<file path="src/rtl/assert_macros.svh">
// Assertion macros shared by the RTL modules.
`ifndef ASSERT_MACROS_SVH
`define ASSERT_MACROS_SVH
`ifndef SYNTHESIS
`define CHK_IMPL(label, clk, rst_n, ante, cons) \
    label: assert property (@(posedge clk) disable iff (!rst_n) (ante) |-> (cons)) \
        else $error("check failed");
`define CHK_NEXT(label, clk, rst_n, ante, cons) \
    label: assert property (@(posedge clk) disable iff (!rst_n) (ante) |=> (cons)) \
        else $error("check failed");
`else
`define CHK_IMPL(label, clk, rst_n, ante, cons)
`define CHK_NEXT(label, clk, rst_n, ante, cons)
`endif
`endif

</file>
<file path="src/rtl/wofi_pkg.sv">
// ----------------------------------------------------------------------------
// wofi_pkg
// Types, constants and commands shared by the order flow imbalance block.
// ----------------------------------------------------------------------------
package wofi_pkg;
    localparam int INSTRUMENTS = 16;
    localparam int RING_DEPTH  = 256;
    localparam int INST_W  = $clog2(INSTRUMENTS);
    localparam int SLOT_W  = $clog2(RING_DEPTH);
    localparam int CNT_W   = SLOT_W + 1;
    localparam int ADDR_W  = INST_W + SLOT_W;
    localparam int TS_W    = 48;
    localparam int QTY_W   = 32;
    localparam int SUM_W   = 40;
    localparam int WIN_W   = 32;
    localparam int BIAS_W  = 16;
    localparam int DIV_W   = SUM_W + 2;
    localparam int QBITS   = 16;
    localparam logic [1:0] SIDE_BUY  = 2'd0;
    localparam logic [1:0] SIDE_SELL = 2'd1;
    localparam logic [31:0] WINDOW_RESET = 32'd1000;

    typedef struct packed {
        logic load;
        logic write_trade;
        logic read_head;
        logic pop_head;
        logic div_start;
        logic div_step;
        logic set_result;
        logic clear_result;
    } t_cmd;

    typedef struct packed {
        logic full;
        logic empty;
        logic head_old;
        logic div_done;
        logic in_range;
    } t_status;
endpackage

</file>
<file path="src/rtl/wofi_ctrl.sv">
// ----------------------------------------------------------------------------
// wofi_ctrl
// Sequencer for trade append, query pruning and the bias division.
// ----------------------------------------------------------------------------
`include "assert_macros.svh"
module wofi_ctrl (
    input  logic                i_clk,
    input  logic                i_rst_n,
    input  logic                i_in_valid,
    output logic                o_in_stall,
    input  logic                i_mode,
    output logic                o_out_valid,
    input  logic                i_out_stall,
    input  wofi_pkg::t_status   i_status,
    output wofi_pkg::t_cmd      o_cmd
);
    import wofi_pkg::*;

    localparam logic [2:0] S_IDLE  = 3'd0;
    localparam logic [2:0] S_DECIDE = 3'd1;
    localparam logic [2:0] S_READ  = 3'd2;
    localparam logic [2:0] S_CHECK = 3'd3;
    localparam logic [2:0] S_DIV0  = 3'd4;
    localparam logic [2:0] S_DIV   = 3'd5;
    localparam logic [2:0] S_OUT   = 3'd6;

    logic [2:0] r_state;
    logic [2:0] n_state;
    logic       r_mode;
    logic       r_valid;
    logic       n_valid;

    assign o_in_stall  = (r_state != S_IDLE) || (r_valid && i_out_stall);
    assign o_out_valid = r_valid;

    always_comb begin
        o_cmd   = '0;
        n_state = r_state;
        n_valid = r_valid && i_out_stall;
        unique case (r_state)
            S_IDLE: begin
                if (i_in_valid && !o_in_stall) begin
                    o_cmd.load = 1'b1;
                    n_state = S_DECIDE;
                end
            end
            S_DECIDE: begin
                if (!i_status.in_range || !r_mode) begin
                    o_cmd.clear_result = 1'b1;
                    o_cmd.write_trade = i_status.in_range && !r_mode && !i_status.full;
                    n_valid = 1'b1;
                    n_state = S_IDLE;
                end else if (i_status.empty) begin
                    n_state = S_DIV0;
                end else begin
                    n_state = S_READ;
                end
            end
            S_READ: begin
                o_cmd.read_head = 1'b1;
                n_state = S_CHECK;
            end
            S_CHECK: begin
                if (i_status.head_old) begin
                    o_cmd.pop_head = 1'b1;
                    n_state = S_DECIDE;
                end else begin
                    n_state = S_DIV0;
                end
            end
            S_DIV0: begin
                o_cmd.div_start = 1'b1;
                n_state = S_DIV;
            end
            S_DIV: begin
                if (i_status.div_done) begin
                    n_state = S_OUT;
                end else begin
                    o_cmd.div_step = 1'b1;
                end
            end
            S_OUT: begin
                o_cmd.set_result = 1'b1;
                n_valid = 1'b1;
                n_state = S_IDLE;
            end
            default: begin
                n_state = S_IDLE;
            end
        endcase
    end

    always_ff @(posedge i_clk) begin
        if (!i_rst_n) begin
            r_state <= S_IDLE;
            r_valid <= 1'b0;
            r_mode  <= 1'b0;
        end else begin
            r_state <= n_state;
            r_valid <= n_valid;
            if (o_cmd.load) begin
                r_mode <= i_mode;
            end
        end
    end

    `CHK_IMPL(a_load_idle, i_clk, i_rst_n, o_cmd.load, r_state == S_IDLE)
    `CHK_NEXT(a_result_set, i_clk, i_rst_n, o_cmd.set_result || o_cmd.clear_result,
              r_valid)
    `CHK_IMPL(a_one_write, i_clk, i_rst_n, o_cmd.write_trade, !o_cmd.pop_head)
endmodule

</file>
<file path="config.mk">
export PLATFORM = sky130hd
export DESIGN_NAME = wofi_ctrl
export DESIGN_NICKNAME = d
export VERILOG_FILES = /design/src/rtl/wofi_pkg.sv /design/src/rtl/wofi_ctrl.sv
export VERILOG_INCLUDE_DIRS = /design/src /design/src/rtl
export SDC_FILE = /design/constraint.sdc
export NUM_CORES = 1
export LEC_CHECK = 0
export BUFFER_PORTS_ARGS = -buffer_cell sky130_fd_sc_hd__buf_4
export CAP_MARGIN = 40
export CORE_AREA = 2 2 39 41
export CTS_BUF_LIST = sky130_fd_sc_hd__clkbuf_16
export DETAILED_ROUTE_END_ITERATION = 12
export DIE_AREA = 0 0 41 43
export PLACE_DENSITY = 0.56
export SETUP_SLACK_MARGIN = 0.05
export SLEW_MARGIN = 20
export SYNTH_ARGS = -nofsm -noshare
export SYNTH_HDL_FRONTEND = slang
export SYNTH_SLANG_ARGS = --single-unit
</file>
<file path="constraint.sdc">
create_clock -name i_clk -period 1.2 [get_ports i_clk]
set_clock_uncertainty 0.15 [all_clocks]
set_input_delay 0.12 -clock i_clk [delete_from_list [all_inputs] [get_ports i_clk]]
set_output_delay 0.12 -clock i_clk [all_outputs]
set_load 0.005 [all_outputs]
</file>
==> results.py <==
metrics = {
    "synthesis": {
        "synth_cell_types": 26,
        "ys_seq_area_frac": 0.264,
        "syn-mean-instance-area_sq_um": 8.24,
        "yosys_register_bits": 5,
        "synth_warnings": 0,
        "syn_nets": 56,
        "synthCells": 46,
        "syn_area_sq_um": 379,
    },
    "critical_path": {
        "critical_path_class": "flop to primary output",
        "required_ns": 0.93,
        "cp-start-kind": "flop",
        "rrSetupSlack_ns": -0.08,
        "critPathArrivalTime_ns": 1.13,
        "critPathCaptureType": "primary output",
        "worstPathMaxFanout": 6,
    },
    "pwr": {
        "power_density_nw_per_um2": 1200,
        "p_leak_nw": 0.348,
        "p_total_w": 0.000908,
        "vdd_drop_max_mv": 0.983,
    },
    "clocking": {
        "clk_path_buf_depth": 2,
        "tritoncts": "yes",
        "clock_latency_ns": 0.23,
        "clk_pin_slew_ns": 0.03,
        "cts-root-buf": "clkbuf_16",
        "numCtsBuffers": 3,
        "cts.sinks": 5,
        "h-tree-depth": 1,
    },
    "global_route": {
        "grt_first_pass_wirelength_um": 1760,
        "grt_usage": 0.158,
        "grt_max_degree": 8,
        "antenna_found_initial": 0,
        "grt_pass1_vias": 392,
        "overflow": 0,
    },
    "routing": {
        "finalWirelength_um": 1190,
        "drc": 0,
        "final_antenna_net_count": 0,
        "drtIter0Drc": 4,
        "drt_pre_antenna_iters": 4,
        "wl_per_cell_um": 13.0,
        "route.vias.total": 435,
        "vias_per_cell": 4.73,
    },
    "placed_design": {
        "dpl_cell_area_sq_um": 564,
        "port_buffers": 19,
        "routabilityCongestion": 0.766,
        "dpl.hpwl_um": 786,
    },
    "floorplanning": {
        "die_x_um": 41,
        "initial_utilization": 0.274,
        "core_sq_um": 1380,
        "die_h_um": 43,
        "core.rowCount": 14,
        "pin_count": 20,
        "die_area_sq_um": 1760,
    },
    "finish": {
        "layout-drive-gt1-share": 0.671,
        "area_delta_synth_final_pct": 99.3,
        "diodes": 0,
        "seq_area_sq_um": 110,
        "utilization": 0.546,
        "fillCellCount": 129,
        "nets": 87,
        "multi_input_area_sq_um": 307,
        "fin_area_sq_um": 756,
    },
    "sta": {
        "fin_crit_ns": 1.40,
        "period_share": 1.17,
        "slew_headroom": 0.816,
        "drv_slew": 0,
        "rsz0062_at_grt": "true",
        "hold_viol_final": 1,
        "max_freq_mhz": 713,
        "layout_setup_ws_ns": -0.203,
        "setup_viol": 11,
        "fin_hold_ws_ns": -0.00154,
        "worst_pin_slew_ns": 0.273,
    },
    "worst_hold_path": {
        "hold_path_class": "input port to flop",
    },
    "job": {
        "drv_cap": 0,
    },
    "outcome": {
        "status": "finished, violations left",
        "violations": "hold timing, setup timing",
    },
}
==> kinds of logic after synthesis <==
| logic type | Yosys count | share of synthesized area |
|---|---|---|
| flops | 5 | 0.264 |
| simple gates | 25 | 0.389 |
| mux | 1 | 0.0264 |
| buf+inv | 5 | 0.0990 |
| compound gates | 10 | 0.221 |
==> flip-flops by register name, indices dropped and copies added, names as in the netlist <==
name / flops
r_mode: 1
o_out_valid: 1
r_state: 3
==> critical path: stages, from the launching register on <==
cell,delay (ns)
dfxtp_2,0.35
nand2b_4,0.17
a211oi_4,0.23
buf_4,0.15
==> metrics by stage <==
step           setup TNS, ns  setup slack (ns)  instances
2_1_floorplan        -0.0247           -0.0247         46
3_3_place_gp          -0.372           -0.0709         85
3_5_place_dp          -0.340           -0.0792         85
4_1_cts                -1.39            -0.189         91
5_1_grt                -2.16            -0.252         92
6_report               -1.53            -0.203         92
==> power breakdown <==
| group | internal (W) | switching (W) | total [W] |
|---|---|---|---|
| clock network | 0.000432 | 0.000113 | 0.000545 |
| logic | 0.000105 | 0.0000665 | 0.000171 |
| registers | 0.000176 | 0.0000167 | 0.000192 |
==> Yosys cell counts, drive strengths merged <==
| cell type | number | area, sq um |
|---|---|---|
| dfxtp | 5 | 100 |
| nor2 | 4 | 15.0 |
| a21oi | 2 | 10.0 |
| buf | 3 | 30.0 |
| and3b | 2 | 17.5 |
| a211oi | 1 | 12.5 |
| mux2i | 1 | 10.0 |
| o21ai | 1 | 5.00 |
| a221oi | 2 | 23.8 |
| nor2b | 1 | 6.26 |
| nand2 | 8 | 30.0 |
| or2 | 1 | 6.26 |
| o31ai | 1 | 7.51 |
| nand2b | 2 | 12.5 |
| and3 | 1 | 11.3 |
| nor3b | 2 | 15.0 |
| nor3 | 2 | 21.3 |
| o21a | 1 | 7.51 |
| and2 | 1 | 6.26 |
| inv | 2 | 7.51 |
| o31a | 1 | 8.76 |
| a41oi | 1 | 8.76 |
| nor4 | 1 | 6.26 |
==> layer usage <==
layer | vias up | track usage | wire (um)
met5 | - | 0 | 0
met4 | 0 | 0.0800 | 25
met3 | 5 | 0.0942 | 73
met2 | 14 | 0.234 | 635
met1 | 193 | 0.168 | 458
li1 | 223 | - | -
==> layout make-up <==
class | count | share of cell area
multi-input combinational | 36 | 0.406
timing repair buffer | 29 | 0.308
sequential | 5 | 0.146
clock buffer | 3 | 0.0993
tap | 16 | 0.0265
inverter | 2 | 0.00993
clock inverter | 1 | 0.00497
==> layout by cell type (no fill, tap or decap), drive strengths merged <==
cell,Yosys,routed
nor2,4,4
nor3,2,2
o21ai,1,1
dfxtp,5,5
inv,2,3
a221oi,2,2
and3,1,1
nand2,8,8
o31ai,1,1
nor2b,1,1
nand2b,2,2
o31a,1,1
nor3b,2,2
a21oi,2,2
o21a,1,1
and3b,2,2
mux2i,1,1
or2,1,1
a211oi,1,1
buf,3,29
a41oi,1,1
nor4,1,1
clkbuf,0,3
and2,1,1
==> repair_timing <==
action / in CTS / in global routing
setup endpoints to repair: 14 / 14
gates resized for setup: 18 / 5
pin swaps: 6 / 1
setup buffers: 2 / 1
hold buffers: 0 / 0
gates cloned: 0 / 0
==> worst paths after layout <==
path	startpoint	end	cells after the start
max	r_state[2]$_SDFFE_PN0P_	o_cmd[0]	3
max reg2reg	r_state[1]$_SDFFE_PN0P_	r_mode$_SDFFE_PN0P_	4
min reg2reg	r_mode$_SDFFE_PN0P_	r_mode$_SDFFE_PN0P_	2
min	i_mode	r_mode$_SDFFE_PN0P_	3
No activity file was read; power rests on OpenSTA's default activity.
